--- src/sv/sstw_pkg.sv ---
// Shared types, codes and segment table for the two-wire seven-segment driver.
`default_nettype none
package sstw_pkg;

    localparam int DIGIT_COUNT = 4;
    localparam int DIGIT_IDX_W = $clog2(DIGIT_COUNT);
    localparam int KIND_W      = 2;
    localparam int NUMBER_W    = 14;
    localparam int LEVEL_W     = 3;
    localparam int IN_DATA_W   = 24;
    localparam int OUT_DATA_W  = 8;

    // Command kinds carried on tuser; the unused code acts as a tick
    localparam logic [KIND_W-1:0] KIND_TICK   = 2'd0;
    localparam logic [KIND_W-1:0] KIND_SHOW   = 2'd1;
    localparam logic [KIND_W-1:0] KIND_BRIGHT = 2'd2;

    // Display controller command bytes
    localparam logic [7:0] CMD_AUTO_INC = 8'h40;
    localparam logic [7:0] CMD_ADDRESS  = 8'hC0;
    localparam logic [7:0] CMD_DISPLAY  = 8'h88;

    typedef logic [DIGIT_COUNT-1:0][7:0] t_seg_store;

    // Pin levels and busy flag after one step
    typedef struct packed {
        logic clk;
        logic dio;
        logic busy;
    } t_pins;

    function automatic logic [7:0] seg_of(input logic [3:0] digit);
        logic [7:0] seg;
        unique case (digit)
            4'd0:    seg = 8'h3F;
            4'd1:    seg = 8'h06;
            4'd2:    seg = 8'h5B;
            4'd3:    seg = 8'h4F;
            4'd4:    seg = 8'h66;
            4'd5:    seg = 8'h6D;
            4'd6:    seg = 8'h7D;
            4'd7:    seg = 8'h07;
            4'd8:    seg = 8'h7F;
            4'd9:    seg = 8'h6F;
            default: seg = 8'h00;
        endcase
        return seg;
    endfunction

endpackage
`default_nettype wire

--- src/sv/sstw_digits.sv ---
// Decimal digit split of the shown value and segment store, three pipelined steps.
`default_nettype none
module sstw_digits (
    input  wire logic                     i_clk,
    input  wire logic                     i_rst_n,
    input  wire logic                     i_load,
    input  wire logic [sstw_pkg::NUMBER_W-1:0] i_number,
    output sstw_pkg::t_seg_store          o_seg
);
    import sstw_pkg::*;

    logic [2:0]          r_vld;
    logic [NUMBER_W-1:0] r_num;
    logic [9:0]          r_rem1;
    logic [3:0]          r_d0;
    logic [6:0]          r_rem2;
    logic [3:0]          r_d1;
    t_seg_store          r_seg;

    // thousands: n * 8389 >> 23 is exact for n < 16384
    logic [27:0]         w_p1;
    logic [4:0]          w_q1;
    logic [13:0]         w_r1;
    logic [3:0]          w_d0;
    // hundreds: r * 41 >> 12 is exact for r < 1000
    logic [15:0]         w_p2;
    logic [3:0]          w_q2;
    logic [9:0]          w_r2;
    // tens: r * 205 >> 11 is exact for r < 100
    logic [14:0]         w_p3;
    logic [3:0]          w_q3;
    logic [6:0]          w_u;

    always_comb begin
        w_p1 = 28'(r_num) * 28'd8389;
        w_q1 = w_p1[27:23];
        w_r1 = r_num - 14'(14'(w_q1) * 14'd1000);
        w_d0 = (w_q1 >= 5'd10) ? 4'(w_q1 - 5'd10) : w_q1[3:0];

        w_p2 = 16'(r_rem1) * 16'd41;
        w_q2 = w_p2[15:12];
        w_r2 = r_rem1 - 10'(10'(w_q2) * 10'd100);

        w_p3 = 15'(r_rem2) * 15'd205;
        w_q3 = w_p3[14:11];
        w_u  = r_rem2 - 7'(7'(w_q3) * 7'd10);
    end

    always_ff @(posedge i_clk) begin
        if (!i_rst_n) begin
            r_vld <= '0;
        end else begin
            r_vld <= {r_vld[1:0], i_load};
        end
    end

    always_ff @(posedge i_clk) begin
        if (i_load) begin
            r_num <= i_number;
        end
        if (r_vld[0]) begin
            r_rem1 <= w_r1[9:0];
            r_d0   <= w_d0;
        end
        if (r_vld[1]) begin
            r_rem2 <= w_r2[6:0];
            r_d1   <= w_q2;
        end
        if (r_vld[2]) begin
            r_seg[0] <= seg_of(r_d0);
            r_seg[1] <= seg_of(r_d1);
            r_seg[2] <= seg_of(w_q3);
            r_seg[3] <= seg_of(w_u[3:0]);
        end
    end

    assign o_seg = r_seg;

endmodule
`default_nettype wire

--- src/sv/sstw_seq.sv ---
// Bus waveform sequencer: start, bytes with acknowledge slots, stop.
`default_nettype none
module sstw_seq (
    input  wire logic                        i_clk,
    input  wire logic                        i_rst_n,
    input  wire logic                        i_fire,
    input  wire logic [sstw_pkg::KIND_W-1:0]  i_kind,
    input  wire logic [sstw_pkg::LEVEL_W-1:0] i_level,
    input  wire sstw_pkg::t_seg_store        i_seg,
    output sstw_pkg::t_pins                  o_pins,
    output logic                             o_load_show
);
    import sstw_pkg::*;

    typedef enum logic [3:0] {
        ST_IDLE,
        ST_START_HIGH,
        ST_START_LOW,
        ST_BIT_LOW,
        ST_BIT_HIGH,
        ST_ACK_LOW,
        ST_ACK_HIGH,
        ST_STOP_CLK,
        ST_STOP_DIO,
        ST_STOP_RISE,
        ST_STOP_END
    } t_step;

    t_step       r_step, n_step;
    logic [7:0]  r_shift, n_shift;
    logic [3:0]  r_bc, n_bc;
    logic [2:0]  r_bi, n_bi;
    logic        r_bm, n_bm;
    logic        r_clk, n_clk;
    logic        r_dio, n_dio;

    logic        w_idle;
    logic        w_cmd;
    logic [3:0]  w_bc_inc;
    logic [2:0]  w_bi_inc;
    logic [2:0]  w_sel;

    assign w_idle   = (r_step == ST_IDLE);
    assign w_cmd    = (i_kind == KIND_SHOW) || (i_kind == KIND_BRIGHT);
    assign w_bc_inc = r_bc + 4'd1;
    assign w_bi_inc = r_bi + 3'd1;
    assign w_sel    = w_bi_inc - 3'd2;

    always_comb begin
        n_step  = r_step;
        n_shift = r_shift;
        n_bc    = r_bc;
        n_bi    = r_bi;
        n_bm    = r_bm;
        n_clk   = r_clk;
        n_dio   = r_dio;
        if (w_cmd) begin
            // commands while busy are dropped
            if (w_idle) begin
                n_bi   = 3'd0;
                n_bc   = 4'd0;
                n_step = ST_START_HIGH;
                if (i_kind == KIND_SHOW) begin
                    n_bm    = 1'b0;
                    n_shift = CMD_AUTO_INC;
                end else begin
                    n_bm    = 1'b1;
                    n_shift = CMD_DISPLAY | 8'(i_level);
                end
            end
        end else begin
            unique case (r_step)
                ST_START_HIGH: begin
                    n_clk  = 1'b1;
                    n_dio  = 1'b1;
                    n_step = ST_START_LOW;
                end
                ST_START_LOW: begin
                    n_dio  = 1'b0;
                    n_bc   = 4'd0;
                    n_step = ST_BIT_LOW;
                end
                ST_BIT_LOW: begin
                    n_clk  = 1'b0;
                    n_dio  = r_shift[0];
                    n_step = ST_BIT_HIGH;
                end
                ST_BIT_HIGH: begin
                    n_clk   = 1'b1;
                    n_shift = {1'b0, r_shift[7:1]};
                    n_bc    = w_bc_inc;
                    n_step  = (w_bc_inc >= 4'd8) ? ST_ACK_LOW : ST_BIT_LOW;
                end
                ST_ACK_LOW: begin
                    n_clk  = 1'b0;
                    n_dio  = 1'b1;
                    n_step = ST_ACK_HIGH;
                end
                ST_ACK_HIGH: begin
                    n_clk = 1'b1;
                    if (r_bm || r_bi == 3'd0 || r_bi >= 3'(DIGIT_COUNT + 1)) begin
                        n_step = ST_STOP_CLK;
                    end else begin
                        n_bi    = w_bi_inc;
                        n_shift = (w_bi_inc == 3'd1) ? CMD_ADDRESS
                                                     : i_seg[w_sel[DIGIT_IDX_W-1:0]];
                        n_bc    = 4'd0;
                        n_step  = ST_BIT_LOW;
                    end
                end
                ST_STOP_CLK: begin
                    n_clk  = 1'b0;
                    n_step = ST_STOP_DIO;
                end
                ST_STOP_DIO: begin
                    n_dio  = 1'b0;
                    n_step = ST_STOP_RISE;
                end
                ST_STOP_RISE: begin
                    n_clk = 1'b1;
                    // first frame of a show command chains into the address frame
                    if (!r_bm && r_bi == 3'd0) begin
                        n_bi    = 3'd1;
                        n_shift = CMD_ADDRESS;
                        n_step  = ST_START_HIGH;
                    end else begin
                        n_step = ST_STOP_END;
                    end
                end
                ST_STOP_END: begin
                    n_dio  = 1'b1;
                    n_step = ST_IDLE;
                end
                ST_IDLE: begin
                    n_step = ST_IDLE;
                end
                default: begin
                    n_step = ST_IDLE;
                end
            endcase
        end
    end

    always_ff @(posedge i_clk) begin
        if (!i_rst_n) begin
            r_step  <= ST_IDLE;
            r_shift <= '0;
            r_bc    <= '0;
            r_bi    <= '0;
            r_bm    <= 1'b0;
            r_clk   <= 1'b1;
            r_dio   <= 1'b1;
        end else if (i_fire) begin
            r_step  <= n_step;
            r_shift <= n_shift;
            r_bc    <= n_bc;
            r_bi    <= n_bi;
            r_bm    <= n_bm;
            r_clk   <= n_clk;
            r_dio   <= n_dio;
        end
    end

    assign o_pins.clk   = n_clk;
    assign o_pins.dio   = n_dio;
    assign o_pins.busy  = (n_step != ST_IDLE);
    assign o_load_show  = i_fire && w_idle && (i_kind == KIND_SHOW);

    // bus is released high whenever no sequence runs
    a_idle_released: assert property (@(posedge i_clk) disable iff (!i_rst_n)
        (r_step == ST_IDLE) |-> (r_clk && r_dio))
        else $error("pins not released while idle");
    a_bit_count: assert property (@(posedge i_clk) disable iff (!i_rst_n)
        r_bc <= 4'd8)
        else $error("bit count overran a byte");
    a_byte_index: assert property (@(posedge i_clk) disable iff (!i_rst_n)
        r_bi <= 3'(DIGIT_COUNT + 1))
        else $error("byte index past last digit");
    a_bright_single: assert property (@(posedge i_clk) disable iff (!i_rst_n)
        (r_step != ST_IDLE && r_bm) |-> (r_bi == 3'd0))
        else $error("brightness frame advanced byte index");

endmodule
`default_nettype wire

--- src/sv/seven_segment_two_wire_display_driver_unit.sv ---
// Top level: stream ports, input and result registers around the sequencer.
`default_nettype none
// An input transaction reaches the master side through the input register, then the
//   sequencer step into the result register.
// Throughput: one transaction per cycle, set by the single sequencer step per item;
//   a stalled result holds the sequencer, the input register fills and tready drops.
// Reset (i_rst_n low, synchronous): sequencer idle, both pins high, no data held.
// Show commands fill the segment store via the digit pipeline well before its first read.
module seven_segment_two_wire_display_driver_unit (
    input  wire logic                          i_clk,
    input  wire logic                          i_rst_n,
    // slave side
    input  wire logic                          i_s_tvalid,
    output logic                               o_s_tready,
    input  wire logic [sstw_pkg::IN_DATA_W-1:0] i_s_tdata,  // [13:0] number, [16:14] level
    input  wire logic [sstw_pkg::KIND_W-1:0]    i_s_tuser,  // [1:0] kind
    // master side
    output logic                               o_m_tvalid,
    input  wire logic                          i_m_tready,
    output logic [sstw_pkg::OUT_DATA_W-1:0]    o_m_tdata   // [0] clk_level, [1] dio_level,
                                                           // [2] busy_res
);
    import sstw_pkg::*;

    // input register
    logic                r_in_valid;
    logic [KIND_W-1:0]   r_kind;
    logic [NUMBER_W-1:0] r_number;
    logic [LEVEL_W-1:0]  r_level;

    // result register
    logic                r_out_valid;
    t_pins               r_out_pins;

    logic                w_fire;
    logic                w_load_show;
    t_pins               w_pins;
    t_seg_store          w_seg;

    // one item steps the sequencer when the result register can take its result
    assign w_fire     = r_in_valid && (!r_out_valid || i_m_tready);
    assign o_s_tready = !r_in_valid || w_fire;

    always_ff @(posedge i_clk) begin
        if (!i_rst_n) begin
            r_in_valid  <= 1'b0;
            r_out_valid <= 1'b0;
        end else begin
            if (o_s_tready) begin
                r_in_valid <= i_s_tvalid;
            end
            if (w_fire) begin
                r_out_valid <= 1'b1;
            end else if (i_m_tready) begin
                r_out_valid <= 1'b0;
            end
        end
    end

    always_ff @(posedge i_clk) begin
        if (o_s_tready && i_s_tvalid) begin
            r_kind   <= i_s_tuser;
            r_number <= i_s_tdata[NUMBER_W-1:0];
            r_level  <= i_s_tdata[NUMBER_W +: LEVEL_W];
        end
        if (w_fire) begin
            r_out_pins <= w_pins;
        end
    end

    sstw_seq u_seq (
        .i_clk       (i_clk),
        .i_rst_n     (i_rst_n),
        .i_fire      (w_fire),
        .i_kind      (r_kind),
        .i_level     (r_level),
        .i_seg       (w_seg),
        .o_pins      (w_pins),
        .o_load_show (w_load_show)
    );

    sstw_digits u_digits (
        .i_clk    (i_clk),
        .i_rst_n  (i_rst_n),
        .i_load   (w_load_show),
        .i_number (r_number),
        .o_seg    (w_seg)
    );

    assign o_m_tvalid = r_out_valid;
    assign o_m_tdata  = {5'b0, r_out_pins.busy, r_out_pins.dio, r_out_pins.clk};

endmodule
`default_nettype wire
--- config.mk ---
export PLATFORM = sky130hd
export DESIGN_NAME = seven_segment_two_wire_display_driver_unit
export DESIGN_NICKNAME = d
export VERILOG_FILES = /design/src/sv/sstw_pkg.sv /design/src/sv/sstw_digits.sv /design/src/sv/sstw_seq.sv /design/src/sv/seven_segment_two_wire_display_driver_unit.sv
export SDC_FILE = /design/constraint.sdc
export NUM_CORES = 1
export LEC_CHECK = 0
export BUFFER_PORTS_ARGS = -buffer_cell sky130_fd_sc_hd__buf_2
export CAP_MARGIN = 20
export CORE_ASPECT_RATIO = 1.2
export CORE_UTILIZATION = 56
export CTS_BUF_LIST = sky130_fd_sc_hd__clkbuf_2 sky130_fd_sc_hd__clkbuf_4 sky130_fd_sc_hd__clkbuf_8
export CTS_CLUSTER_SIZE = 10
export DETAILED_ROUTE_END_ITERATION = 6
export GPL_ROUTABILITY_DRIVEN = 0
export PLACE_DENSITY = 0.83
export SLEW_MARGIN = 25
export SYNTH_ARGS = -nofsm -noshare
export SYNTH_HDL_FRONTEND = slang
export SYNTH_SLANG_ARGS = --single-unit
--- constraint.sdc ---
create_clock -name i_clk -period 8.39 [get_ports i_clk]
set_clock_uncertainty 0.15 [all_clocks]
set_input_delay 1.2585 -clock i_clk [delete_from_list [all_inputs] [get_ports i_clk]]
set_output_delay 1.2585 -clock i_clk [all_outputs]
set_load 0.02 [all_outputs]
==> flow_metrics.tcl <==
set metrics [dict create \
    coreArea_mm2 0.0169 \
    power-per-cell-area_mw_per_mm2 151 \
    grt_pass1_vias 6776 \
    final_cell_mix "ha_1, inv_1, edfxtp_1" \
    slew_viol_final 0 \
    synth-edff-count 89 \
    tightestPinTransition_ns 0.957 \
    synth_area_leaders "ha_1, edfxtp_1, fa_1, inv_1, dfxtp_1" \
    drive_gt1_frac 0.0892 \
    vias 6519 \
    cts_tree "yes" \
    layout_commonest_cell "ha_1" \
    avgSynthCellArea_um2 10.7 \
    die_h_um 146 \
    async_flop_share 0 \
    initial_utilization 0.576 \
    insertion_delay_ns 0.44 \
    cts_setup_buffers 0 \
    slew_headroom 0.362 \
    path_class "register to register" \
    total_leakage_power_uw 0.00494 \
    antenna_cells 0 \
    yosysWarningCount 0 \
    antenna_found_initial 0 \
    ctsLongestPathBuffers 2 \
    grt_max_degree 29 \
    min_path_type "register to register" \
    critPathMaxFanout 6 \
    drt-initial-drc-count 344 \
    layoutNonFillerInstCount 1169 \
    crit_path_max_incr_delay_ns 0.57 \
    io_pins 40 \
    fin_crit_sh 0.942 \
    cts-root-buf "clkbuf_8" \
    cts_buffers 17 \
    syn-instance-count 909 \
    grt_pass1_wl_um 30200 \
    synth_top_area_cell "ha_1" \
    grt.overflow.total 0 \
    port-buffer-count 27 \
    period_needed_ns 7.90 \
    vias_per_cell 5.58 \
    setup.worst_path.start_class "register" \
    rsz0062_at_grt "false" \
    die_x_um 122 \
    nNetsFinal 1223 \
    wl_um 18100 \
    setup_viol 0 \
    synth_top_cell_area_share 0.275 \
    synth_seq_cells 116 \
    clk_pin_slew_ns 0.08 \
    drv_cap 0 \
    avgRoutedWirePerCell_um 15.5 \
    crit_path_frequent_cell "ha_1" \
    seq_area_frac_synth 0.330 \
    critPathArrivalTime_ns 7.95 \
    die_area_mm2 0.0179 \
    clock.fmax_ghz 0.127 \
    syn_area_mm2 0.00974 \
    dr.pass1.iters 5 \
    h-tree-depth 4 \
    drcViolationCount 0 \
    synth_ff_type "edfxtp_1" \
    ir_worst_vdd_mv 0.102 \
    cp.required_ns 8.43 \
    grt_use_total 0.216 \
    rows 52 \
    hpwl_um 13800 \
    nFillCells 1294 \
    ant_nets 0 \
    hold_viol_final 0 \
    whs_ns 0.264 \
    post-place-cells 1137 \
    cts.sinks 116 \
    syn2layout_area_growth_pct 7.84 \
    ys_types 68 \
    status "completed" \
    cp-end-kind "register" \
    tns_ns 0 \
    cp_slowest_cell "edfxtp_1" \
]
-- flip-flops by register name (all words and copies together) (netlist names), 4 cells and up --
name             cells
r_number            14
u_digits.r_rem2      7
u_seq.r_bc           4
u_digits.o_seg      28
u_digits.r_num      14
u_digits.r_d1        4
u_digits.r_d0        4
u_digits.r_rem1     10
u_seq.r_step         4
u_seq.r_shift        8
-- final timing paths --
check                           cells after the start                      endpoint                         from  slack (ns)
worst min register to register                      0   u_digits.r_num[5]$_DFFE_PP_        r_number[5]$_DFFE_PP_        0.26
worst min-delay path                                0   u_digits.r_num[5]$_DFFE_PP_        r_number[5]$_DFFE_PP_        0.26
worst max register to register                     30  u_digits.r_rem1[9]$_DFFE_PP_  u_digits.r_num[8]$_DFFE_PP_        0.49
worst max-delay path                               30  u_digits.r_rem1[9]$_DFFE_PP_  u_digits.r_num[8]$_DFFE_PP_        0.49
-- worst max-delay path: cells and delay by family (launching register included) --
family	cells	cell delay (ns)
fa+ha+maj	12	4.44
compound gates	4	0.76
xor+xnor	3	0.67
simple gates	6	0.62
flops	1	0.57
buf+inv	5	0.44
-- stage by stage --
stage / worst slack, ns / instance area [um^2] / total power (uW) / util
2_1_floorplan: 1.01 / 9750 / 962 / -
3_3_place_gp: 0.498 / 10100 / 1020 / 0.595
3_5_place_dp: 0.343 / 10100 / 1040 / 0.595
4_1_cts: 0.332 / 10500 / 1590 / 0.620
5_1_grt: 0.0369 / 10500 / 1670 / 0.621
6_report: 0.487 / 10500 / 1590 / 0.621
-- synth_stat cells, drive strengths merged, types with 4 or more instances --
| library cell | number |
|---|---|
| a2111oi | 4 |
| a31oi | 4 |
| ha | 214 |
| edfxtp | 89 |
| nor3 | 9 |
| clkbuf | 14 |
| and2 | 14 |
| nand3 | 13 |
| nand2 | 47 |
| xor2 | 8 |
| and3 | 5 |
| nor2b | 17 |
| nor2 | 32 |
| nand4 | 6 |
| a21oi | 40 |
| dfxtp | 27 |
| or2 | 4 |
| nand2b | 7 |
| o21ai | 43 |
| buf | 7 |
| o21a | 5 |
| a21boi | 7 |
| xnor2 | 31 |
| inv | 147 |
| fa | 39 |
| o22ai | 11 |
| mux4 | 7 |
| a21o | 9 |
-- area by class of cell --
type / instances / area, um^2 / area share
flip-flops and latches: 116 / 3210 / 0.306
inverters: 148 / 561 / 0.0534
clock inverters: 9 / 126 / 0.0120
well taps: 216 / 270 / 0.0257
multi-input cells: 628 / 5880 / 0.560
repair buffers: 29 / 150 / 0.0143
clock buffers: 23 / 298 / 0.0284
-- repair_timing --
item,4_1_cts,5_1_grt
setup endpoints to repair,0,2
hold buffers,0,0
hold endpoints to repair,0,0
resized for setup,0,1
-- cells by family after synthesis --
family | share of synthesized area
fa+ha+maj | 0.356
buf+inv | 0.0683
simple gates | 0.0865
compound gates | 0.101
flops | 0.330
xor+xnor | 0.0397
mux | 0.0182
other cells | 0.000385
-- report_power, final --
| part | switching, uW | internal [uW] |
|---|---|---|
| registers | 11.5 | 647 |
| logic | 213 | 164 |
| clock network | 227 | 327 |
-- metal layers --
layer / up-vias / global-route usage / part of all wire
met4: 0 / 0.0963 / 0.034
met2: 133 / 0.404 / 0.53
li1: 3228 / - / -
met1: 3103 / 0.228 / 0.40
met5: - / 0 / 0
met3: 55 / 0.0434 / 0.033
Note: power is estimated with default switching activity, not from simulation.
